File: config.mk
export PLATFORM = sky130hd
export DESIGN_NAME = idba_ram
export DESIGN_NICKNAME = d
export VERILOG_FILES = /design/src/design/idba_ram.sv
export SDC_FILE = /design/constraint.sdc
export NUM_CORES = 2
export LEC_CHECK = 0
export ABC_AREA = 1
export BUFFER_PORTS_ARGS = -buffer_cell sky130_fd_sc_hd__buf_2
export CAP_MARGIN = 25
export CORE_AREA = 2 2 411 413
export DETAILED_ROUTE_END_ITERATION = 12
export DIE_AREA = 0 0 413 415
export PLACE_DENSITY = 0.64
export SLEW_MARGIN = 20
export SYNTH_ARGS = -nofsm -noshare
export SYNTH_HDL_FRONTEND = slang
export SYNTH_SLANG_ARGS = --single-unit
export TNS_END_PERCENT = 1
File: constraint.sdc
create_clock -name clk_i -period 5.6 [get_ports clk_i]
set_input_delay 1.12 -clock clk_i [delete_from_list [all_inputs] [get_ports clk_i]]
set_output_delay 1.12 -clock clk_i [all_outputs]
set_load 0.02 [all_outputs]
File: src/design/idba_ram.sv
// Simple dual-port synchronous RAM with one write port and a registered read port.
module idba_ram #(
  parameter int unsigned Depth = 32,
  parameter int unsigned Width = 64
) (
  input  logic                     clk_i,
  input  logic                     we_i,
  input  logic [$clog2(Depth)-1:0] waddr_i,
  input  logic [Width-1:0]         wdata_i,
  input  logic [$clog2(Depth)-1:0] raddr_i,
  output logic [Width-1:0]         rdata_o
);

  logic [Width-1:0] mem [Depth];
  logic [Width-1:0] rdata_q;

  always_ff @(posedge clk_i) begin
    if (we_i) begin
      mem[waddr_i] <= wdata_i;
    end
  end

  always_ff @(posedge clk_i) begin
    rdata_q <= mem[raddr_i];
  end

  assign rdata_o = rdata_q;

endmodule

# Word-level counts from Yosys, hierarchy flattened
# Memories as Yosys holds them, arrays and structs flattened. A register that Yosys moved wholly into a read port is not among the register bits.
# Cells that the tools add are included.
# totals
register_bits	0
ramBits	2048
inputBits	76
out_inout_bits	64
elab_cells	3
n_memories	1
# op_classes
muxes	2
# mem_list
name	depth	word_bits	rd	rd_clocked_by_memory_dff	wr	line_no	source
mem	32	64	1	1	1	14	logic [Width-1:0] mem [Depth];
# ops
operator	n
two-way mux 1 bit	2

# Longest topological paths before layout
# depth
word_depth	2
ltp_mapped	12
depth_no_buf	9

# Worst setup path before layout
# Ideal clock, no wire load.
# synth_timing
path_type	input-to-reg
from	input port waddr_i[0]
to	memory mem[0][0], enable pin
setup_ns	0.486
arrival_ns	4.097
required_ns	5.114
setup_slack_ns	1.016
cell_stages	3
path_buffers	0
cell_sequence	inv_1 -> nand3_1 -> nor2_1
# synth_lines
element	line_no	source
start, declared	8	input logic [$clog2(Depth)-1:0] waddr_i,
end, declared	14	
# No word-level cell before the write port.

==> results.md <==
- Syn_area_per_cell: 12.3 sq um
- Hold Path End: rdata_o[62]
- Setup crit end kind: flop
- Kind of critical path: input pin to flop
- Worst EP required: 6.32 ns
- CTS tree: built
- Post-DP HPWL: 107000 microns
- Final Hold Vio Count: 0
- DR iter-0 viols: 7149
- Leading area contributor after synthesis: edfxtp_1
- Pint: 26.2 mW
- I/O Pins: 140
- Worst-Skew Late Latency: 0.86 ns
- First-pass GRT wire length: 338000 microns
- Area added between synthesis and finish: 12.3%
- Top Usage Layer GRT: met2
- Core Region: 167000 sq um
- Max Fanout on Critical Path: 189
- Synth Register Bits: 2112
- Max cap viols: 0
- LEAKAGE: 33.2 nW
- Area after DPL: 86100 sq um
- GR Util met1: 0.376
- Initial antenna violation count: 22
- Core Rows: 150
- Beginning of the worst hold path: mem[0][62]
- First-pass DRT Iterations: 6
- FF-to-FF End: rdata_o[4]
- Routing usage on met3: 0.0433
- Num CTS Buffers: 208
- Share of the synthesized area in the top cell type: 0.741
- Post-synth cell types: 13
- Net Sw Frac: 0.223
- Clk_skew: 0.0292 ns
- DRC viols: 0
- Worst Tran Pin Value: 1.13 ns
- IO Port Bufs: 139
- Worst hold slack: 0.699 ns
- Tot Pwr: 33.7 mW
- Syn_nets: 6844
- FMAX: 343 MHz
- Setup repair bufs after CTS: 0
- Final #Nets: 6882
- List of most frequent post-synthesis cells: nand2_1 (2376), edfxtp_1 (2048), nand3_1 (1800)
- CTS Buffer Depth: 3
- Initial core utilization: 0.498
- Crit start category: input pin
- Global route total overflow: 0
- RSZ-0062 raised after global routing: no
- Critical Path AT: 3.63 ns
- Gr usage total: 0.268
- Root buf cell: clkbuf_16
- ANT nets after route: 0
- DRT Wirelength: 231000 microns
- NetSw: 7.52 mW
- Max_slew headroom: 0.248
- P per Cell Area: 362 nW/um^2
- Ys async rst share: 0
- Vias in the first global route: 51.4k
- Sink Count: 2112
- Hold buffers post-CTS: 0
- Synth Flop Type: edfxtp_1
- GR Util met2: 0.430
- DP Worst Slack: 1.85 ns
- Reg2reg path depth: 8
- Die ar.: 171000 sq um
- Final Instance Area: 93200 sq um
- Register area share after synthesis: 0.756
- Setup crit start: raddr_i[0]
- Count leader, synth: nand2_1
- Post_cts resized: 0
- Share of layout cells above drive strength 1: 0.0882
- WHS Path Cells: 6
- Fin crit period: 2.91 ns
- Gpl congestion: 0.769
- Cells after Synth: 6768
- H-tree depth: 4
- Hold WC Path Type: flop to flop
- FF-to-FF setup slack: 4.29 ns
- DR vias: 53.8k
- Area contributors post-synth: edfxtp_1 (74%), nand3_1 (11%), nand2_1 (11%), buf_2 (1.7%), dfxtp_1 (1.5%)
- Largest net degree at the start of global routing: 237
- Post-Syn Area: 83000 sq um
- Register share of total power: 0.523
- Clock power share: 0.420
- Die H: 415 microns
- Ys Warns: 0
- R2r startpoint: mem[14][4]
- EDFF count, synth: 2048
- Mean number of vias per cell: 5.85
- DR WL/cell: 25.1 microns
- Part of the cycle the worst path needs: 0.520
- Worst vdd ir: 0.365 mV
- Setup TNS: 0 ns
- CTS clk-pin slew, worst paths: 0.06 ns
- Setup WS post-layout: 2.69 ns
- Die span in x: 413 microns
- Final setup vio count: 0
- Logic pwr share: 0.057
- Slew Limit Fails: 0
- Result of the run: completed
power groups by stage:
stage | clock (mW) | combinational (mW) | sequential, mW
floorplan | 0 | 1.07 | 18.0
global placement | 0 | 1.89 | 18.0
detailed placement | 0 | 1.92 | 18.0
CTS | 14.3 | 1.92 | 17.7
global route | 14.9 | 2.12 | 17.7
finish | 14.2 | 1.94 | 17.6
worst max-delay path: stages:
cell and delay, ns:
buf_8 0.46, inv_16 0.30, buf_12 0.52, nand2_1 0.18, nand3_1 0.12, nand3_1 0.18, nand3_1 0.08, nand3_1 0.11
nand2_1 0.06
logic make-up after synthesis:
| family | synth area share |
|---|---|
| flops | 0.756 |
| simple gates | 0.217 |
| buf+inv | 0.0261 |
layout by cell type, fill, tap and decap left out:
cell type / instances
dfxtp_1: 64
clkinv_2: 32
buf_4: 84
nand2_1: 2376
inv_4: 1
bufinv_16: 15
inv_8: 3
clkbuf_1: 62
inv_1: 5
inv_16: 5
diode_2: 13
clkbuf_8: 41
clkinvlp_4: 2
inv_6: 3
buf_8: 3
buf_12: 39
nor2_4: 32
clkinv_16: 2
buf_16: 5
nand3_1: 1800
clkinv_8: 6
clkbuf_16: 210
clkinv_1: 20
buf_2: 134
edfxtp_1: 2048
per-stage QoR:
stage                      util  instances
after global placement    0.516       8794
after CTS                 0.559       9193
after floorplan               -       6768
after global routing      0.559       9197
after detailed placement  0.517       8797
final                     0.559       9209
flip-flops by register name, indices dropped and copies added, names as in the netlist:
signal / count
mem: 2048
rdata_o: 64
area by class of cell:
| class | instances | area [sq um] |
|---|---|---|
| clock buffer | 312 | 6040 |
| clock inverter | 84 | 965 |
| sequential | 2112 | 62800 |
| antenna | 13 | 32.5 |
| inverter | 10 | 78.8 |
| fill | 13600 | 73400 |
| multi-input combinational | 4208 | 18300 |
| timing repair buffer | 266 | 2280 |
| tap | 2204 | 2760 |
layer usage:
metal | part of all wire | up-vias
li1 | - | 24100
met1 | 0.40 | 26700
met5 | 0.00032 | -
met3 | 0.089 | 432
met4 | 0.029 | 14
met2 | 0.48 | 2565
worst max path at each step:
stage | endpoint | slack (ns)
2_1_floorplan | mem[0][0] | 1.02
3_3_place_gp | mem[20][34] | 1.89
3_5_place_dp | mem[2][32] | 1.85
4_1_cts | mem[2][12] | 2.75
5_1_grt | rdata_o[6] | 2.64
6_report | rdata_o[11] | 2.69
No activity file was read; power rests on OpenSTA's default activity.
