==> config.mk <==
export PLATFORM = sky130hd
export DESIGN_NAME = idba_ctrl
export DESIGN_NICKNAME = d
export VERILOG_FILES = /design/src/design/idba_pkg.sv /design/src/design/idba_ctrl.sv
export SDC_FILE = /design/constraint.sdc
export NUM_CORES = 1
export LEC_CHECK = 0
export ABC_CLOCK_PERIOD_IN_PS = 6400
export BUFFER_PORTS_ARGS = -buffer_cell sky130_fd_sc_hd__buf_2
export CAP_MARGIN = 10
export CORE_MARGIN = 10
export CORE_UTILIZATION = 53
export CTS_BUF_LIST = sky130_fd_sc_hd__clkbuf_4 sky130_fd_sc_hd__clkbuf_8 sky130_fd_sc_hd__clkbuf_16
export CTS_CLUSTER_DIAMETER = 50
export CTS_CLUSTER_SIZE = 25
export DETAILED_ROUTE_END_ITERATION = 16
export GPL_TIMING_DRIVEN = 0
export PLACE_DENSITY = 0.88
export SYNTH_ARGS = -nofsm -noshare
export SYNTH_HDL_FRONTEND = slang
export SYNTH_SLANG_ARGS = --single-unit
==> constraint.sdc <==
create_clock -name clk_i -period 6.4 [get_ports clk_i]
set_clock_uncertainty 0.1 [all_clocks]
set_input_delay 0 -clock clk_i [delete_from_list [all_inputs] [get_ports clk_i]]
set_output_delay 0 -clock clk_i [all_outputs]
set_load 0.02 [all_outputs]
==> src/design/idba_pkg.sv <==
// Shared constants, types and interval helpers for the double-booking admission block.
package idba_pkg;

  localparam int unsigned BookingDepth = 32;
  localparam int unsigned SegmentDepth = 64;
  localparam int unsigned TimeWidth    = 32;

  localparam int unsigned BkAddrW  = $clog2(BookingDepth);
  localparam int unsigned SgAddrW  = $clog2(SegmentDepth);
  localparam int unsigned BkCntW   = $clog2(BookingDepth + 1);
  localparam int unsigned SgCntW   = $clog2(SegmentDepth + 1);
  localparam int unsigned ScanCntW = (BkCntW > SgCntW) ? BkCntW : SgCntW;
  localparam int unsigned SumW     = ((BkCntW > SgCntW) ? BkCntW : SgCntW) + 1;
  localparam int unsigned EntryW   = 2 * TimeWidth;

  typedef logic [TimeWidth-1:0] time_t;

  typedef enum logic [1:0] {
    StAccept  = 2'd0,
    StTriple  = 2'd1,
    StFull    = 2'd2,
    StInvalid = 2'd3
  } status_e;

  typedef struct packed {
    logic               we;
    logic [BkAddrW-1:0] waddr;
    logic [EntryW-1:0]  wdata;
    logic [BkAddrW-1:0] raddr;
  } bk_req_t;

  typedef struct packed {
    logic               we;
    logic [SgAddrW-1:0] waddr;
    logic [EntryW-1:0]  wdata;
    logic [SgAddrW-1:0] raddr;
  } sg_req_t;

  typedef struct packed {
    logic              valid;
    status_e           status;
    logic [BkCntW-1:0] bookings;
    logic [SgCntW-1:0] segments;
  } result_t;

  function automatic time_t time_max(time_t a, time_t b);
    return (a > b) ? a : b;
  endfunction

  function automatic time_t time_min(time_t a, time_t b);
    return (a < b) ? a : b;
  endfunction

  function automatic logic overlaps(time_t s0, time_t e0, time_t s1, time_t e1);
    return time_max(s0, s1) < time_min(e0, e1);
  endfunction

endpackage

==> src/design/idba_ctrl.sv <==
// Admission sequencer: scans both tables, appends new segments and stores the booking.
module idba_ctrl (
  input  logic                    clk_i,
  input  logic                    rst_ni,
  input  logic                    in_valid_i,
  output logic                    in_stall_o,
  input  idba_pkg::time_t         start_time_i,
  input  idba_pkg::time_t         end_time_i,
  output idba_pkg::bk_req_t       bk_req_o,
  input  logic [idba_pkg::EntryW-1:0] bk_rdata_i,
  output idba_pkg::sg_req_t       sg_req_o,
  input  logic [idba_pkg::EntryW-1:0] sg_rdata_i,
  output idba_pkg::result_t       res_o,
  input  logic                    res_ready_i
);
  import idba_pkg::*;

  typedef enum logic [2:0] {
    SIdle,
    SSegScan,
    SBkCount,
    SBkAppend,
    SDone
  } state_e;

  state_e              state_q, state_d;
  time_t               s_q, s_d, e_q, e_d;
  logic [BkCntW-1:0]   bfill_q, bfill_d;
  logic [SgCntW-1:0]   sfill_q, sfill_d;
  logic [ScanCntW-1:0] cnt_q, cnt_d;
  logic                chk_q, chk_d;
  logic [BkCntW-1:0]   fresh_q, fresh_d;
  status_e             status_q, status_d;

  logic  accept;
  logic  issue_sg, issue_bk;
  time_t sg_start, sg_end, bk_start, bk_end;
  logic  sg_hit, bk_hit;
  logic [SumW-1:0] need;

  assign accept   = in_valid_i && (state_q == SIdle);
  assign issue_sg = cnt_q < ScanCntW'(sfill_q);
  assign issue_bk = cnt_q < ScanCntW'(bfill_q);
  assign sg_start = sg_rdata_i[EntryW-1:TimeWidth];
  assign sg_end   = sg_rdata_i[TimeWidth-1:0];
  assign bk_start = bk_rdata_i[EntryW-1:TimeWidth];
  assign bk_end   = bk_rdata_i[TimeWidth-1:0];
  assign sg_hit   = overlaps(s_q, e_q, sg_start, sg_end);
  assign bk_hit   = overlaps(s_q, e_q, bk_start, bk_end);
  assign need     = SumW'(sfill_q) + SumW'(fresh_q);

  always_comb begin
    state_d  = state_q;
    s_d      = s_q;
    e_d      = e_q;
    bfill_d  = bfill_q;
    sfill_d  = sfill_q;
    cnt_d    = cnt_q;
    chk_d    = 1'b0;
    fresh_d  = fresh_q;
    status_d = status_q;
    bk_req_o.we    = 1'b0;
    bk_req_o.waddr = bfill_q[BkAddrW-1:0];
    bk_req_o.wdata = {s_q, e_q};
    bk_req_o.raddr = cnt_q[BkAddrW-1:0];
    sg_req_o.we    = 1'b0;
    sg_req_o.waddr = sfill_q[SgAddrW-1:0];
    sg_req_o.wdata = {time_max(s_q, bk_start), time_min(e_q, bk_end)};
    sg_req_o.raddr = cnt_q[SgAddrW-1:0];

    case (state_q)
      SIdle: begin
        if (accept) begin
          s_d   = start_time_i;
          e_d   = end_time_i;
          cnt_d = '0;
          if (start_time_i >= end_time_i) begin
            status_d = StInvalid;
            state_d  = SDone;
          end else begin
            state_d = SSegScan;
          end
        end
      end
      SSegScan: begin
        if (chk_q && sg_hit) begin
          status_d = StTriple;
          state_d  = SDone;
        end else if (issue_sg) begin
          cnt_d = cnt_q + 1'b1;
          chk_d = 1'b1;
        end else if (!chk_q) begin
          cnt_d   = '0;
          fresh_d = '0;
          state_d = SBkCount;
        end
      end
      SBkCount: begin
        if (chk_q && bk_hit) begin
          fresh_d = fresh_q + 1'b1;
        end
        if (issue_bk) begin
          cnt_d = cnt_q + 1'b1;
          chk_d = 1'b1;
        end else if (!chk_q) begin
          cnt_d = '0;
          if ((bfill_q == BkCntW'(BookingDepth)) || (need > SumW'(SegmentDepth))) begin
            status_d = StFull;
            state_d  = SDone;
          end else begin
            state_d = SBkAppend;
          end
        end
      end
      SBkAppend: begin
        if (chk_q && bk_hit && (sfill_q < SgCntW'(SegmentDepth))) begin
          sg_req_o.we = 1'b1;
          sfill_d     = sfill_q + 1'b1;
        end
        if (issue_bk) begin
          cnt_d = cnt_q + 1'b1;
          chk_d = 1'b1;
        end else if (!chk_q) begin
          bk_req_o.we = 1'b1;
          bfill_d     = bfill_q + 1'b1;
          status_d    = StAccept;
          state_d     = SDone;
        end
      end
      SDone: begin
        if (res_ready_i) begin
          state_d = SIdle;
        end
      end
      default: begin
        state_d = SIdle;
      end
    endcase
  end

  always_ff @(posedge clk_i or negedge rst_ni) begin
    if (!rst_ni) begin
      state_q  <= SIdle;
      bfill_q  <= '0;
      sfill_q  <= '0;
      cnt_q    <= '0;
      chk_q    <= 1'b0;
      fresh_q  <= '0;
      status_q <= StAccept;
    end else begin
      state_q  <= state_d;
      bfill_q  <= bfill_d;
      sfill_q  <= sfill_d;
      cnt_q    <= cnt_d;
      chk_q    <= chk_d;
      fresh_q  <= fresh_d;
      status_q <= status_d;
    end
  end

  always_ff @(posedge clk_i) begin
    s_q <= s_d;
    e_q <= e_d;
  end

  assign in_stall_o      = (state_q != SIdle);
  assign res_o.valid     = (state_q == SDone);
  assign res_o.status    = status_q;
  assign res_o.bookings  = bfill_q;
  assign res_o.segments  = sfill_q;

  a_bfill_bound: assert property (@(posedge clk_i) disable iff (!rst_ni)
    bfill_q <= BkCntW'(BookingDepth))
    else $error("Booking count exceeds the table depth.");

  a_sfill_bound: assert property (@(posedge clk_i) disable iff (!rst_ni)
    sfill_q <= SgCntW'(SegmentDepth))
    else $error("Segment count exceeds the table depth.");

  a_bk_store: assert property (@(posedge clk_i) disable iff (!rst_ni)
    bk_req_o.we |=> (bfill_q == $past(bfill_q) + 1'b1) && (state_q == SDone)
                    && (status_q == StAccept))
    else $error("Booking store did not complete an acceptance.");

  a_sg_only_append: assert property (@(posedge clk_i) disable iff (!rst_ni)
    sg_req_o.we |-> (state_q == SBkAppend))
    else $error("Segment write outside the append pass.");

  a_no_change_on_reject: assert property (@(posedge clk_i) disable iff (!rst_ni)
    (state_q == SDone) && (status_q != StAccept) |-> $stable(bfill_q) && $stable(sfill_q))
    else $error("Fill counts changed on a rejected request.");

endmodule

## Word-level counts from Yosys, hierarchy flattened

Cells that the tools add are included.

- Output and inout port bits: 169
- Bits in registers: 96
- Word-level logic and storage cells: 111
- Bits of input ports: 196

- Order comparisons: 11
- Bitwise gates (word level): 2
- Equality and inequality tests: 21
- Muxes and demuxes: 46
- Add/subtract/negate cells: 5
- Reduce and logical (&&, ||, !) cells: 17

Operator list:

| cell | number |
|---|---|
| < comparator 32 bit | 4 |
| two-way mux 32 bit | 4 |
| greater-than comparator 32 bit | 2 |
| two-way mux 7 bit | 6 |
| two-way mux 3 bit | 11 |
| greater-or-equal comparator 32 bit | 1 |
| case mux 7 bit (4 select lines) | 1 |
| two-way mux 6 bit | 4 |
| inequality test 2 bit (second input constant) | 12 |
| two-way mux 2 bit | 8 |
| case mux 3 bit (5 select lines) | 1 |
| adder 7 x 1 -> 7 bit (second input constant) | 2 |
| adder 6 x 1 -> 6 bit (second input constant) | 2 |
| case mux 6 bit (2 select lines) | 1 |
| AND reduction 9 bit | 1 |
| adder 7 x 6 -> 8 bit | 1 |
| greater-than comparator 8 x 7 -> 1 bit (second input constant) | 1 |
| two-way mux 1 bit | 8 |
| case mux 2 bit (4 select lines) | 1 |
| AND reduction 8 bit | 1 |
| < comparator 7 x 6 -> 1 bit | 1 |
| < comparator 7 bit | 1 |
| < comparator 7 bit (second input constant) | 1 |
| equality test 3 x 2 -> 1 bit (second input constant) | 2 |
| other kinds (18) | 25 |

## Longest topological paths before layout

Gate-level depths: netlist of run 1.

- Depth in word-level cells: 7
- Gate-level depth with buffers: 21
- Gate-level depth less buffers: 20

## Least setup slack after synthesis of run 1

OpenSTA, ideal clock, no wires.

- Path type: reg2reg
- Start point: register s_q[30]
- End point: register sfill_q[1]
- Setup slack: 1.163 ns
- Stages on the path, launching flop included: 19
- Data required time: 6.175 ns
- Data arrival time: 5.012 ns
- Clock period less this slack: 5.237 ns
- Library setup time: 0.125 ns
- Path buffers: 1
- Cells stage by stage: edfxtp_1 ha_1 nand4_1 nor4_1 nand3_1 and2_1 a22oi_2 clkbuf_1 mux2_2 ha_1 a21oi_1 o22ai_1 o221ai_1 a31oi_1 nor3b_1 a21boi_0 a41oi_4 nor3_2 mux2_2

RTL lines:

| item | RTL line | source |
|---|---|---|
| from (decl) | idba_ctrl.sv:27 | `time_t s_q, s_d, e_q, e_d;` |
| from (signal assigned) | idba_ctrl.sv:162 | `s_q <= s_d;` |
| to (signal assigned) | idba_ctrl.sv:153 | `sfill_q <= sfill_d;` |
| to (decl) | idba_ctrl.sv:29 | `logic [SgCntW-1:0] sfill_q, sfill_d;` |

==> flow_summary.ini, run 1 <==
[synth]
avgSynthCellArea_um2 = 8.52
syn_area_um2 = 11400
synth_cell_type_count = 66
synth_seq_area_share_pct = 23.9
syn_nets = 1778
yosysWarningCount = 0
ys_ff_latch = 96
ys.flop_type = edfxtp_1
synthArstFlopShare_pct = 33.3
synth_edf_count = 64
synth_cells = 1339

[power]
power_frac_seq_pct = 23.7
p_int_mw = 2.14
netSwitchingFraction_pct = 50.3
power.total_mw = 4.31
p_comb_share_pct = 62.7
power_switching_mw = 2.17
irDropWorstVdd_uv = 222
power_density_nw_per_um2 = 295
leakage_nw = 7.64
clockPowerShare_pct = 13.6

[finish]
drive_gt1_share_pct = 28.2
nNetsFinal = 2218
layout_common_cells = 365 x buf_2, 242 x ha_1, 215 x inv_1
fillers = 1653
area_delta_synth_final_pct = 28.4
seq_area_um2 = 2720
stdcell_count = 2071
layout_commonest_cell = buf_2
multi_input_area_um2 = 7660

[timing]
max_freq_mhz = 162
post-route-period-util_pct = 96.6
setup_ws_ns = 0.215
min_period_ns = 6.19
worst_pin_slew_ns = 0.914
finalHoldViolations = 0
maxSlewHeadroom_pct = 38.3
final_max_slew_viol_count = 0
setup_tns_ns = 0
setup_viol = 0

[critical_path]
critPathLaunchType = flip-flop
worstPathMaxFanout = 10
setup.worst_path.class = flip-flop to primary output
worst_setup_path_end_kind = primary output
worstPathRequired_ns = 6.30
cp.arrival_ns = 6.09

[run]
drv_cap = 0

[placement]
hpwl_um = 36700
dp.cells = 1978
placement.io_buffers = 364
pre_cts_ws_ns = -0.291
gp_congestion = 0.986

[global_route]
grt_use_total_pct = 31.0
grt_pass1_wl_um = 69600
overflow = 0
grt_max_degree = 65
antenna_found_initial = 12
grt_pass1_vias = 12785

[clocking]
tritoncts = built
h-tree-depth = 3
cts_buffers = 9
clk_pin_slew_ns = 0.07
worst_skew_pair.late_latency_ns = 0.37
cts_root_buf = clkbuf_16
clockBufferDepth = 2
clock_sinks = 96

[drt]
ant_nets = 0
dr.pass1.iters = 5
vias_per_cell = 6.02
drc_errors = 0
drtIter0Drc = 1254
num_vias = 12474
drt_wl_total_um = 45700
wl_per_cell_um = 22.0

[floorplan]
core-area_um2 = 21100
die_width_um = 167
start_util_pct = 54.1
die-area_um2 = 27800
io_pins = 365
num_rows = 53
fp.dieH_um = 167

[run_status]
status = finished clean

[worst_hold_path]
hold_path.class = input pin to flip-flop
## state kept, by name (all words and copies together) (netlist names), 2 cells and up
name and cells:
status_q 2, s_q 32, bfill_q 6, sfill_q 7
state_q 3, e_q 32, cnt_q 7, fresh_q 6
## logic make-up after synthesis
logic type / share of synthesized area, %
multiplexers: 7.20
XOR/XNOR: 0.921
AO/OA/AOI/OAI: 17.4
buffers and inverters: 9.42
flip-flops: 23.9
AND/OR/NAND/NOR: 14.5
adder cells (fa/ha/maj): 26.7
## routing by layer
layer	GRT usage [%]	routed length (µm)	share of wire (%)	up-vias
met5	0	23	0.050	-
met3	7.84	4410	9.7	181
met1	35.3	17200	38	5791
met4	16.4	2440	5.3	6
li1	-	-	-	5702
met2	52.6	21500	47	794
## power by group through the flow
stage / Sequential [mW] / Combinational (mW) / Clock (mW)
6_report: 1.02 / 2.70 / 0.589
5_1_grt: 1.03 / 2.95 / 0.612
4_1_cts: 1.01 / 2.63 / 0.587
3_5_place_dp: 1.03 / 2.58 / 0
3_3_place_gp: 1.03 / 2.48 / 0
2_1_floorplan: 1.06 / 1.64 / 0
## what timing repair did
action	4_1_cts	5_1_grt
endpoints found under the setup margin	24	27
hold buffers	65	0
buffers inserted	0	0
resized for setup	7	19
hold endpoints to repair	96	0
## final timing paths
check | from | endpoint | slack [ns] | depth (start not counted)
worst max-delay path | s_q[31] | sg_req_o[76] | 0.21 | 17
worst min-delay path | sg_rdata_i[32] | state_q[2] | 0.09 | 4
worst max register to register | s_q[31] | sfill_q[5] | 0.28 | 18
worst min register to register | status_q[0] | status_q[0] | 0.43 | 1
max in group asynchronous | rst_ni | state_q[2] | 5.55 | 2
min in group asynchronous | rst_ni | fresh_q[5] | 0.16 | 2
## critical path, cell delays in order (launching register included)
cell	delay [ns]
edfxtp_1	0.54
ha_1	0.37
nand4_1	0.24
nor4_4	0.47
nand3_1	0.17
and2_1	0.19
a22oi_2	0.37
clkbuf_2	0.44
mux2_2	0.41
ha_1	0.34
a21oi_1	0.27
o211ai_1	0.14
a221oi_1	0.50
o41ai_1	0.25
a21boi_0	0.37
a41oi_4	0.12
nor3_2	0.30
buf_2	0.23
## synth_stat cells, types with 10 or more instances
master / number / area [µm²]
o21ai_0: 44 / 220
nor4_1: 11 / 68.8
clkbuf_1: 23 / 86.3
mux2_2: 64 / 721
a21o_1: 24 / 180
nand4_1: 41 / 257
a21oi_1: 141 / 706
o21a_1: 12 / 90.1
inv_1: 215 / 807
edfxtp_1: 64 / 1920
nand3_1: 30 / 150
ha_1: 242 / 3030
nor2_1: 112 / 420
nor3_1: 27 / 135
xnor2_1: 11 / 96.3
buf_4: 22 / 165
o211ai_1: 13 / 97.6
o31ai_1: 10 / 75.1
a211oi_1: 18 / 135
nand2_1: 76 / 285
dfrtp_1: 32 / 801
## metrics by stage
stage	utilization [%]	hold WS [ns]	area (µm²)
3_5_place_dp	64.4	0.00393	13600
6_report	69.4	0.0912	14600
4_1_cts	69.1	0.0786	14600
3_3_place_gp	64.4	-0.00447	13600
5_1_grt	69.4	0.110	14600
2_1_floorplan	-	-0.396	11400
## layout make-up
type	instances	share of cell area, %
antenna	12	0.205
buffer	47	1.93
clock buffer	10	1.71
clock inverter	6	0.461
inverter	215	5.51
multi-input combinational	981	52.4
sequential	96	18.6
tap	275	2.35
timing repair buffer	429	16.9
Power figures use the tool's default switching activity.
==> run 2, diff against run 1 <==
==> constraint.sdc (replaced) <==
create_clock -name clk_i -period 6.4 [get_ports clk_i]
set_clock_uncertainty 0.1 [all_clocks]
set_input_delay 0.32 -clock clk_i [delete_from_list [all_inputs] [get_ports clk_i]]
set_output_delay 0.32 -clock clk_i [all_outputs]
set_load 0.02 [all_outputs]
==> run 2 against run 1 <==
Global-route usage decreased by 1.4 points; highest routed layer unchanged; clock-buffer cell count unchanged; via count decreased by 4.1%; critical path depth increased by 1; critical endpoint unchanged; combinational power decreased by 1%; largest power group unchanged.
==> flow_summary.ini, run 2 (synthesis gave the netlist of run 1 again) <==
[finish]
multi_input_area_um2 = 7680
area_delta_synth_final_pct = 22.8
stdcell_count = 2004
layout_commonest_cell = buf_2
fillers = 1762
layout_common_cells = 365 x buf_2, 242 x ha_1, 215 x inv_1
top_regs = e_q x32, s_q x32
seq_area_um2 = 2720
drive_gt1_share_pct = 29.4
nNetsFinal = 2154

[critical_path]
crit_path_cell_trace = ha_1, nand4_1, nor4_4, nand3_1, and2_1, a22oi_2, buf_4, mux2_2, ha_1, a21o_1, a21oi_1, o22ai_1, nor3_1, o41ai_1, a21boi_1, a41oi_4, nor3_2, buf_2
cp.arrival_ns = 5.81
setup.worst_path.class = flip-flop to primary output
cpPeakStageDelay_ns = 0.48
worstPathRequired_ns = 5.98
cp_top_family = simple AND/OR/NAND/NOR gates
worst_setup_path_end_kind = primary output
crit_buf_inv = 2
critPathMostFrequentCell = ha_1
critPathLaunchType = flip-flop
worstPathMaxFanout = 10
cp_slowest_cell = edfxtp_1

[drt]
ant_nets = 0
drt_wl_total_um = 43400
num_vias = 11967
drtIter0Drc = 977
drc_errors = 0
wl_per_cell_um = 21.6
dr.pass1.iters = 5
vias_per_cell = 5.97

[global_route]
grt_pass1_wl_um = 66500
grt_max_degree = 65
antenna_found_initial = 10
grt_pass1_vias = 12249
overflow = 0
grt_use_total_pct = 29.6

[placement]
hpwl_um = 36700
pre_cts_ws_ns = -0.291
dp.cells = 1978
gp_congestion = 0.986
placement.io_buffers = 364

[clocking]
post_cts_buffers = 0
clock_sinks = 96
cts_buffers = 9
tritoncts = built
worst_skew_pair.late_latency_ns = 0.37
h-tree-depth = 3
clockBufferDepth = 2
cts_root_buf = clkbuf_16
clk_pin_slew_ns = 0.08

[power]
power_density_nw_per_um2 = 304
leakage_nw = 7.38
power.total_mw = 4.27
irDropWorstVdd_uv = 221

[timing]
whs_ns = 0.0399
setup_ws_ns = 0.173
maxSlewHeadroom_pct = 37.7
setup_viol = 0
min_period_ns = 6.23
worst_pin_slew_ns = 0.922
post-route-period-util_pct = 97.3
max_freq_mhz = 161
rsz0062_at_grt = false
final_max_slew_viol_count = 0
finalHoldViolations = 0

[floorplan]
io_pins = 365
num_rows = 53
fp.dieH_um = 167
die-area_um2 = 27800
die_width_um = 167
core-area_um2 = 21100
start_util_pct = 54.1

[run]
drv_cap = 0

[run_status]
status = finished clean

[worst_hold_path]
hold_path.class = input pin to flip-flop
-- run 2: layout make-up --
| cell class | instances | area share (%) |
|---|---|---|
| Timing Repair Buffer | 365 | 13.1 |
| Inverter | 215 | 5.76 |
| Buffer | 47 | 2.06 |
| Tap cell | 275 | 2.46 |
| Clock buffer | 10 | 1.79 |
| Sequential cell | 96 | 19.4 |
| Antenna cell | 9 | 0.161 |
| Clock inverter | 6 | 0.482 |
| Multi-Input combinational cell | 981 | 54.8 |
-- run 2: worst reg2reg max path, cell delays in order (launching register included) --
cell and delay [ns]:
edfxtp_1 0.49, ha_1 0.36, a21oi_1 0.15, o21ai_0 0.16, a221o_1 0.39, o21ai_0 0.44
and2_1 0.20, clkbuf_1 0.27, clkbuf_2 0.39, mux2_2 0.39, ha_1 0.30, nand4_1 0.15
nor3_2 0.45, o21ai_0 0.24, o221ai_1 0.41, nor2_1 0.12, a21oi_1 0.27, a2111oi_4 0.07
o211a_1 0.26, mux2_1 0.32
-- run 2: final timing paths --
check                               start           end  slack (ns)  depth (start not counted)
max in group asynchronous          rst_ni      cnt_q[5]        5.25                          2
min in group asynchronous          rst_ni    fresh_q[5]        0.47                          2
min reg2reg                   status_q[0]   status_q[0]        0.43                          1
max                               s_q[27]  sg_req_o[76]        0.17                         18
max reg2reg                       s_q[17]    state_q[0]        0.35                         19
min                        end_time_i[16]       e_q[16]        0.04                          1
-- run 2: report_power, final --
group	leakage [nW]	internal (mW)	switching, mW
clock network	0.157	0.301	0.285
registers	0.999	0.820	0.201
logic	6.22	1.00	1.66
total	7.38	2.12	2.14
-- run 2: per-layer routing --
layer  global-route usage, %  vias up  share of wire, %
met5                       0        -             0.051
li1                        -     5571                 -
met3                    7.11      118               9.2
met4                    12.4        6               3.8
met2                    51.2      657                48
met1                    34.2     5615                39
-- run 2: repair_timing --
| action | 4_1_cts | 5_1_grt |
|---|---|---|
| endpoints found under the setup margin | 24 | 15 |
| pin swaps | 0 | 1 |
| gates resized for setup | 16 | 14 |
| endpoints found under the hold margin | 32 | 0 |
| hold buffers | 1 | 0 |
-- run 2: metrics by stage --
stage	instance area [µm²]	util, %	setup TNS, ns
finish	14000	66.4	0
global route	14000	66.4	0
CTS	13900	66.1	0
detailed placement	13600	64.4	-3.56
global placement	13600	64.4	-1.93
floorplan	11400	-	0
==> run 3, diff against run 2 <==
- SETUP_SLACK_MARGIN: unset -> 0.4
==> run 3 against run 2 <==
Sequential power hardly changed; final cell count hardly changed; highest routed layer unchanged; wire length hardly changed; global-route usage hardly changed.
==> flow_summary.ini, run 3 (synthesis gave the netlist of run 1 again) <==
[finish]
area_delta_synth_final_pct = 23.8
top_regs = e_q x32, s_q x32
drive_gt1_share_pct = 30.1
stdcell_count = 2006
layout_commonest_cell = buf_2
fin_area_um2 = 14100
fillers = 1753
layout_common_cells = 367 x buf_2, 242 x ha_1, 215 x inv_1
fin_util_pct = 67.0
nNetsFinal = 2158

[clocking]
clk_pin_slew_ns = 0.08
clockBufferDepth = 2
cts_buffers = 9
cts_root_buf = clkbuf_16
clock_sinks = 96
worst_skew_pair.late_latency_ns = 0.37
h-tree-depth = 3
tritoncts = built

[worst_hold_path]
whs_path_depth = 1
hold_path.class = input pin to flip-flop

[critical_path]
cp_top_family = compound AO/OA/AOI/OAI gates
setup.worst_path.class = flip-flop to primary output
worst_setup_path_end_kind = primary output
crit_path_cell_trace = ha_1, nand2_1, nor2_1, a2111oi_2, o211ai_1, a21oi_4, buf_2, a21o_1, inv_1, ha_1, a21oi_1, o22ai_1, o221ai_1, a31oi_2, nor3b_2, a21boi_2, a41oi_4, nor3_4, buf_2
cpPeakStageDelay_ns = 0.52
worstPathRequired_ns = 5.98
worstPathMaxFanout = 10
cp_slowest_cell = edfxtp_1
cp.arrival_ns = 5.38
rr_worst_depth = 19
critPathLaunchType = flip-flop
crit_buf_inv = 3
cp.depth = 19

[timing]
final_max_slew_viol_count = 0
rsz0062_at_grt = false
post-route-period-util_pct = 90.7
finalHoldViolations = 0
maxSlewHeadroom_pct = 36.2
whs_ns = 0.0397
worst_pin_slew_ns = 0.947
min_period_ns = 5.80
max_freq_mhz = 172
setup_viol = 0

[drt]
drtIter0Drc = 993
drc_errors = 0
dr.pass1.iters = 5
vias_per_cell = 5.95
num_vias = 11944
drt_wl_total_um = 43400
ant_nets = 0
wl_per_cell_um = 21.6

[floorplan]
start_util_pct = 54.1
core-area_um2 = 21100
num_rows = 53
die_width_um = 167
fp.dieH_um = 167
die-area_um2 = 27800
io_pins = 365

[run_status]
status = finished clean

[placement]
dp.cells = 1978
placement.io_buffers = 364
gp_congestion = 0.986
hpwl_um = 36700
dpl-instance-area_um2 = 13600

[power]
power_frac_seq_pct = 23.7
power_density_nw_per_um2 = 306
netSwitchingFraction_pct = 50.1
clockPowerShare_pct = 13.6
leakage_nw = 7.44
irDropWorstVdd_uv = 222
p_comb_share_pct = 62.8
power_switching_mw = 2.16
p_int_mw = 2.15

[global_route]
grt_max_degree = 65
antenna_found_initial = 9
grt_pass1_wl_um = 66600
grt_use_total_pct = 29.6
grt_pass1_vias = 12255
overflow = 0

[run]
drv_cap = 0
[run 3: repair_timing]
item	4_1_cts	5_1_grt
endpoints found under the setup margin	27	14
hold endpoints to repair	32	0
resized for setup	26	27
pin swaps	1	5
hold buffers	1	0
buffers inserted	2	2
[run 3: layer usage]
metal,track usage [%],routed length [µm],share of wire (%)
met3,7.08,3910,9.0
met4,12.1,1640,3.8
met5,0,24,0.055
met1,34.3,16800,39
met2,51.4,21000,48
[run 3: area by class of cell]
class,instances,area (µm²),area share [%]
Multi-Input combinational cell,981,7740,54.8
Sequential cell,96,2720,19.3
Timing Repair Buffer,369,1860,13.2
Inverter,215,807,5.72
Tap cell,275,344,2.44
Buffer,47,305,2.16
Clock buffer,10,250,1.77
Clock inverter,6,67.6,0.479
Antenna cell,7,17.5,0.124
[run 3: worst paths after layout]
| kind | to | slack [ns] | from |
|---|---|---|---|
| setup / recovery | sg_req_o[76] | 0.60 | e_q[15] |
| hold / removal | e_q[9] | 0.04 | end_time_i[9] |
| setup reg to reg | state_q[0] | 0.72 | e_q[1] |
| hold reg to reg | status_q[0] | 0.43 | status_q[0] |
| max in group asynchronous | cnt_q[5] | 5.25 | rst_ni |
| min in group asynchronous | fresh_q[5] | 0.47 | rst_ni |
[run 3: power by group through the flow]
stage	registers (mW)	clock network (mW)	logic, mW
finish	1.02	0.585	2.71
global route	1.03	0.610	2.97
CTS	1.01	0.587	2.63
detailed placement	1.03	0	2.58
global placement	1.03	0	2.48
floorplan	1.06	0	1.64
[run 3: worst register-to-register path: stages (launching register included)]
cell       delay, ns
edfxtp_1        0.52
ha_1            0.34
nand2_1         0.04
o21ai_0         0.17
a41oi_1         0.23
o41ai_2         0.88
a211oi_4        0.26
clkbuf_2        0.34
nor2_1          0.15
a21oi_1         0.07
ha_1            0.34
nand4_1         0.20
nor3_4          0.32
nand3_1         0.19
or2_2           0.34
o21a_1          0.18
a21oi_1         0.26
a2111oi_4       0.07
o211a_1         0.26
mux2_1          0.32
[run 3: stage by stage]
| stage | total power, mW | setup slack [ns] | TNS [ns] |
|---|---|---|---|
| finish | 4.32 | 0.597 | 0 |
| global route | 4.61 | 0.374 | 0 |
| CTS | 4.23 | 0.454 | 0 |
| detailed placement | 3.60 | -0.291 | -3.56 |
| global placement | 3.52 | -0.213 | -1.93 |
| floorplan | 2.70 | 1.16 | 0 |
